<file path="src/apsf_pkg.sv">
// Shared constants, codes and types for the antialiased point splat framebuffer.
package apsf_pkg;

    localparam int MAX_COLS = 64;
    localparam int MAX_ROWS = 64;
    localparam int COL_W    = $clog2(MAX_COLS);
    localparam int ROW_W    = $clog2(MAX_ROWS);
    localparam int ADDR_W   = COL_W + ROW_W;
    localparam int CELLS    = MAX_COLS * MAX_ROWS;
    localparam int DIM_W    = 7;
    localparam int FRAC_W   = 8;
    localparam int XPOS_W   = COL_W + FRAC_W;
    localparam int YPOS_W   = 15;

    localparam logic [1:0] OP_SPLAT  = 2'd0;
    localparam logic [1:0] OP_FADE   = 2'd1;
    localparam logic [1:0] OP_RENDER = 2'd2;

    localparam logic [1:0] REG_WIDTH  = 2'd0;
    localparam logic [1:0] REG_HEIGHT = 2'd1;
    localparam logic [1:0] REG_BRIGHT = 2'd2;

    localparam logic [7:0] FADE_GAIN = 8'd237;
    localparam int         HUE_SPAN  = 43;

    typedef struct packed {
        logic [7:0] hue;
        logic [7:0] val;
    } t_cell;

endpackage

</file>
<file path="src/apsf_rem.sv">
// Bit-serial restoring remainder of a column index by the active frame width.
module apsf_rem (
    input  logic                        i_clk,
    input  logic                        i_rst_n,
    input  logic                        i_start,
    input  logic [apsf_pkg::COL_W-1:0]  i_dividend,
    input  logic [apsf_pkg::DIM_W-1:0]  i_modulus,
    output logic                        o_done,
    output logic [apsf_pkg::DIM_W-1:0]  o_rem
);
    import apsf_pkg::*;

    localparam int CNT_W = $clog2(COL_W);

    logic              r_busy;
    logic              r_done;
    logic [CNT_W-1:0]  r_cnt;
    logic [COL_W-1:0]  r_num;
    logic [DIM_W-1:0]  r_rem;
    logic [DIM_W-1:0]  r_mod;
    logic [DIM_W-1:0]  n_trial;
    logic [DIM_W-1:0]  n_rem;

    always_comb begin
        n_trial = {r_rem[DIM_W-2:0], r_num[COL_W-1]};
        n_rem   = (n_trial >= r_mod) ? n_trial - r_mod : n_trial;
    end

    always_ff @(posedge i_clk) begin
        if (!i_rst_n) begin
            r_busy <= 1'b0;
            r_done <= 1'b0;
            r_cnt  <= '0;
        end else begin
            r_done <= 1'b0;
            if (i_start) begin
                r_busy <= 1'b1;
                r_cnt  <= '0;
            end else if (r_busy) begin
                r_cnt <= r_cnt + 1'b1;
                if (r_cnt == CNT_W'(COL_W - 1)) begin
                    r_busy <= 1'b0;
                    r_done <= 1'b1;
                end
            end
        end
    end

    always_ff @(posedge i_clk) begin
        if (i_start) begin
            r_num <= i_dividend;
            r_rem <= '0;
            r_mod <= i_modulus;
        end else if (r_busy) begin
            r_num <= {r_num[COL_W-2:0], 1'b0};
            r_rem <= n_rem;
        end
    end

    assign o_done = r_done;
    assign o_rem  = r_rem;

endmodule

</file>
<file path="config.mk">
export PLATFORM = sky130hd
export DESIGN_NAME = apsf_rem
export DESIGN_NICKNAME = d
export VERILOG_FILES = /design/src/apsf_pkg.sv /design/src/apsf_rem.sv
export SDC_FILE = /design/constraint.sdc
export NUM_CORES = 1
export LEC_CHECK = 0
export ABC_CLOCK_PERIOD_IN_PS = 1900
export BUFFER_PORTS_ARGS = -buffer_cell sky130_fd_sc_hd__buf_2
export CAP_MARGIN = 5
export CORE_ASPECT_RATIO = 1.2
export CORE_MARGIN = 10
export CORE_UTILIZATION = 49
export CTS_CLUSTER_DIAMETER = 120
export CTS_CLUSTER_SIZE = 10
export DETAILED_ROUTE_END_ITERATION = 10
export GPL_ROUTABILITY_DRIVEN = 0
export GPL_TIMING_DRIVEN = 0
export PLACE_DENSITY = 0.79
export SYNTH_ARGS = -nofsm -noshare
export SYNTH_HDL_FRONTEND = slang
export SYNTH_SLANG_ARGS = --single-unit
</file>
<file path="constraint.sdc">
create_clock -name i_clk -period 1.9 [get_ports i_clk]
set_input_delay 0.38 -clock i_clk [delete_from_list [all_inputs] [get_ports i_clk]]
set_output_delay 0.38 -clock i_clk [all_outputs]
set_load 0.01 [all_outputs]
</file>
* Word-level counts from Yosys, hierarchy flattened
Index checks and enable logic that the tools add are counted.
** Word-level totals
- Register bits :: 25
- Bits of input ports :: 16
- Output and inout bits :: 8
- Logic and storage cells :: 22
** Cells by class
- $add $sub $neg :: 2
- Order comparisons :: 1
- Equality and inequality tests :: 1
- Muxes and demuxes :: 7
- Bitwise logic cells :: 2
- Reduce and logical (&&, ||, !) cells :: 3
** Operator list (number)
- 6-bit two-way mux :: 2
- 7-bit >= comparator :: 1
- 7-bit two-way mux :: 1
- 7-bit subtractor :: 1
- 1-bit two-way mux :: 4
- 3-bit by 1-bit adder with 3-bit output (second input constant) :: 1
- 3-bit == test (second input constant) :: 1
- 3-bit OR reduction :: 1
- 1-bit inverter :: 2
- 2-bit nonzero test :: 1
- 2-bit OR reduction :: 1

* Depth between registers and ports, before layout
- Depth after elaboration :: 4
- Mapped depth :: 8
- Mapped depth without buffers :: 8

* Least setup slack after synthesis
Ideal clock, no wire load.
- Path type :: register to register
- Start :: reg r_num[5]
- End :: reg r_rem[6] (netlist: o_rem[6])
- Setup time :: 0.143 ns
- Arrival :: 1.768 ns
- Required time :: 1.757 ns
- Setup slack :: -0.011 ns
- Cell stages (with the launch flop) :: 9
- Buffers on the path :: 0
- Period minus slack after synthesis :: 1.911 ns
- Cell sequence :: edfxtp_1 inv_1 ha_1 fa_1 nand2b_1 a21oi_1 nor4b_1 o41ai_1 a311oi_1
** On the way
- Cells in the longest elaborated chain, start to end :: 2
- Elaborated cells on any way between the ends :: 3
- Classes of those cells :: add/sub: 1; order compare: 1; mux: 1
** RTL lines
- start, declared :: RTL line apsf_rem.sv:18 : logic [COL_W-1:0] r_num;
- start signal, assigned :: RTL line apsf_rem.sv:51 : r_num <= i_dividend;
- start signal, assigned :: RTL line apsf_rem.sv:55 : r_num <= {r_num[COL_W-2:0], 1'b0};
- 7-bit subtractor / 7-bit >= comparator (equally long branches) :: RTL line apsf_rem.sv:26 : n_rem = (n_trial >= r_mod) ? n_trial - r_mod : n_trial;
- 7-bit two-way mux (*) :: RTL line apsf_rem.sv:26
- end signal, assigned :: RTL line apsf_rem.sv:56 : r_rem <= n_rem;
- end, declared :: RTL line apsf_rem.sv:19 : logic [DIM_W-1:0] r_rem;
Mark *: on every way between the ends. The rest lies on a longest branch, timed or not.
A chain may end at the register's enable or synchronous reset.

* Worst setup path in the final report
- Start :: reg r_mod[0]
- End :: reg r_rem[6] (netlist: o_rem[6])
** On the way
- Cells in the longest elaborated chain, start to end :: 2
- Elaborated cells on any way between the ends :: 3
- Classes of those cells :: add/sub: 1; order compare: 1; mux: 1
** RTL lines
- start, declared :: RTL line apsf_rem.sv:20 : logic [DIM_W-1:0] r_mod;
- start signal, assigned :: RTL line apsf_rem.sv:53 : r_mod <= i_modulus;
- 7-bit subtractor / 7-bit >= comparator (equally long branches) :: RTL line apsf_rem.sv:26
- 7-bit two-way mux (*) :: RTL line apsf_rem.sv:26
Marked as above.

==> impl_metrics.env <==
export IMPL_status="complete, no violations"
export IMPL_finalInstanceArea_mm2=0.00167
export IMPL_cp_start_kind="flip-flop"
export IMPL_via_count=1076
export IMPL_grt_start_max_net_pins=14
export IMPL_fp_dieW_um=68.2
export IMPL_cts_sinks=25
export IMPL_setup_violations=0
export IMPL_finalCritPeriodShare_pct=99.5
export IMPL_cp_slowest_cell="edfxtp_1"
export IMPL_io_pins=24
export IMPL_timing_rr_start="r_mod[0]$_DFFE_PP_"
export IMPL_p_per_area_mw_per_mm2=753
export IMPL_crit_buf_inv=0
export IMPL_core_area_mm2=0.00260
export IMPL_row_count=20
export IMPL_synth_top_cells_by_area="edfxtp_1, dfxtp_1, ha_1"
export IMPL_yosysMostFrequentCell="nor2_1"
export IMPL_drv_cap=0
export IMPL_syn_to_final_growth_pct=22.0
export IMPL_max_stage_delay_ns=0.43
export IMPL_required_ns=2.09
export IMPL_cts_buffers=3
export IMPL_crit_type="flip-flop to flip-flop"
export IMPL_synth_seq_cells=25
export IMPL_max_freq_mhz=529
export IMPL_grt_pass1_vias=1136
export IMPL_ir_drop_mv=0.491
export IMPL_min_period_ns=1.89
export IMPL_cts_buffer_depth=2
export IMPL_fin_cells=198
export IMPL_insertion_delay_ns=0.31
export IMPL_rsz0062_at_grt="yes"
export IMPL_finalHoldViolCount=0
export IMPL_synth_edf_count=13
export IMPL_path_clk_slew_ns=0.13
export IMPL_drive_gt1_share_pct=33.3
export IMPL_hold_path_startpoint="i_modulus[2]"
export IMPL_worstPathArrival_ns=2.08
export IMPL_hp_class="input pin to flip-flop"
export IMPL_yosysTopAreaCellShare_pct=28.5
export IMPL_cts_hold_buf=0
export IMPL_grt_usage_pct=11.3
export IMPL_drtIter0Drc=52
export IMPL_cts_htree_levels=1
export IMPL_syn_inst=135
export IMPL_nets=192
export IMPL_path_max_fanout=3
export IMPL_wl_per_cell_um=15.2
export IMPL_path_cells="ha_4, fa_2, nand2b_4, a21oi_4, nor4b_2, o41ai_2, a311oi_1"
export IMPL_die_h_um=77.9
export IMPL_synth_area_mm2=0.00137
export IMPL_drv_slew=0
export IMPL_portBuffers=23
export IMPL_die_area_mm2=0.00531
export IMPL_synth_net_count=161
export IMPL_gr_total_overflow=0
export IMPL_ys_flop_type="edfxtp_1"
export IMPL_synth_distinct_cells=34
export IMPL_antenna_found_initial=0
export IMPL_ys_top_cells_by_count="nor2_1, edfxtp_1, dfxtp_1, inv_1"
export IMPL_yosys_area_top_type="edfxtp_1"
export IMPL_synth_seq_area_share_pct=46.1
export IMPL_dp_hpwl_um=2390
export IMPL_synth_area_per_cell_um2=10.1
export IMPL_floorplan_initialDensity_pct=52.5
export IMPL_dpl_cell_area_mm2=0.00152
export IMPL_dr_pass1_iters=4
export IMPL_relSlewSlack_pct=69.8
export IMPL_detail_route_vias_per_cell=5.43
export IMPL_cp_end_kind="flip-flop"
export IMPL_finClkSkew_ns=0.0150
export IMPL_power_static_leakage_uw=0.000689
export IMPL_antenna_cells=0
export IMPL_path_delay_family="compound AO/OA/AOI/OAI gates"
export IMPL_crit_start="r_mod[0]$_DFFE_PP_"
export IMPL_route_detailed_drc=0
export IMPL_place_inst=191
export IMPL_grt_pass1_wl_um=4900
export IMPL_async_flop_share_pct=0
export IMPL_synth_warnings=0
export IMPL_drt_wl_total_um=3000
export IMPL_worstMarginPinSlew_ns=0.453
export IMPL_drt_antenna_violating_nets=0
export IMPL_cts_tree="built"
export IMPL_root_buffer="clkbuf_4"
## cell type report
class | instances | area, µm²
Fill cell | 238 | 933
Multi-Input combinational cell | 93 | 762
Sequential cell | 25 | 631
Timing Repair Buffer | 26 | 138
Inverter | 12 | 45.0
Tap cell | 33 | 41.3
Clock buffer | 4 | 26.3
Buffer | 5 | 26.3
## sequential cells by signal, indices dropped and copies added, names as in the netlist
| name | count |
|---|---|
| o_rem | 7 |
| r_mod | 7 |
| r_num | 6 |
| r_cnt | 3 |
| o_done | 1 |
| r_busy | 1 |
## report_power, final
group / switching, µW / internal, µW
sequential: 28.7 / 614
clock: 140 / 81.9
combinational: 207 / 185
## final timing paths
check                               end  depth (start not counted)  slack (ns)
setup / recovery  o_rem[6]$_SDFFE_PP0P_                          7        0.01
hold reg to reg   o_rem[6]$_SDFFE_PP0P_                          2        0.49
setup reg to reg  o_rem[6]$_SDFFE_PP0P_                          7        0.01
hold / removal       r_mod[2]$_DFFE_PP_                          1        0.25
## cell usage in the layout (no fill, tap or decap), types with 2 or more instances in the layout
| cell type | Yosys | layout |
|---|---|---|
| a311oi_1 | 2 | 2 |
| o21ai_2 | 2 | 2 |
| a21oi_2 | 1 | 3 |
| nand2b_1 | 3 | 2 |
| buf_2 | 0 | 23 |
| clkbuf_1 | 4 | 5 |
| mux2i_1 | 3 | 3 |
| xnor2_1 | 2 | 2 |
| inv_1 | 12 | 11 |
| nor2b_1 | 2 | 2 |
| xor2_1 | 3 | 3 |
| a211o_1 | 2 | 2 |
| buf_4 | 0 | 3 |
| nor2_1 | 14 | 14 |
| nand2_1 | 10 | 10 |
| and2b_1 | 2 | 2 |
| edfxtp_1 | 13 | 13 |
| a21oi_1 | 10 | 7 |
| a211oi_1 | 6 | 6 |
| ha_2 | 0 | 2 |
| ha_1 | 9 | 4 |
| o21ai_0 | 2 | 2 |
| clkbuf_4 | 0 | 3 |
| mux2_2 | 6 | 6 |
| ha_4 | 0 | 3 |
| o21ai_1 | 2 | 2 |
| dfxtp_1 | 12 | 12 |
## layer usage
layer  global-route usage, %  wire, µm
met4                    4.44        70
met1                    11.8      1210
met3                    3.59       137
met2                    20.1      1590
met5                       0         0
## stage by stage
step | utilization [%] | hold slack (ns) | worst slack [ns] | power (µW) | setup TNS [ns]
final | 64.1 | 0.248 | 0.00977 | 1260 | 0
after global routing | 64.1 | 0.227 | -0.115 | 1330 | -0.189
after CTS | 62.0 | 0.236 | -0.135 | 1230 | -0.164
after detailed placement | 58.6 | 0.483 | -0.289 | 981 | -0.392
after global placement | 58.6 | 0.467 | -0.251 | 959 | -0.263
after floorplan | - | 0.455 | 0.0353 | 887 | 0
## worst register-to-register path: cells and delay by family, from the launching register on
family / cells / cell delay (ns)
AOI/OAI and AO/OA: 3 / 0.58
and+or+nand+nor: 2 / 0.23
adders and majority gates: 2 / 0.53
DFF: 1 / 0.43
## kinds of logic (layout without fill, tap and decap cells)
group / count (synthesis) / in the layout / synth area share, %
DFF: 25 / 25 / 46.1
AOI/OAI and AO/OA: 31 / 31 / 15.2
muxes: 9 / 9 / 7.14
buffers and inverters: 17 / 47 / 5.21
adders and majority gates: 10 / 10 / 9.70
and+or+nand+nor: 38 / 38 / 13.4
xor gates and xnor gates: 5 / 5 / 3.20
## what timing repair did
action                                  in CTS  in global routing
hold endpoints to repair                     0                  0
pin swaps                                    4                  8
endpoints found under the setup margin       4                  7
resized for setup                           10                  9
setup buffers                                2                  1
(Power assumes the default switching activity.)
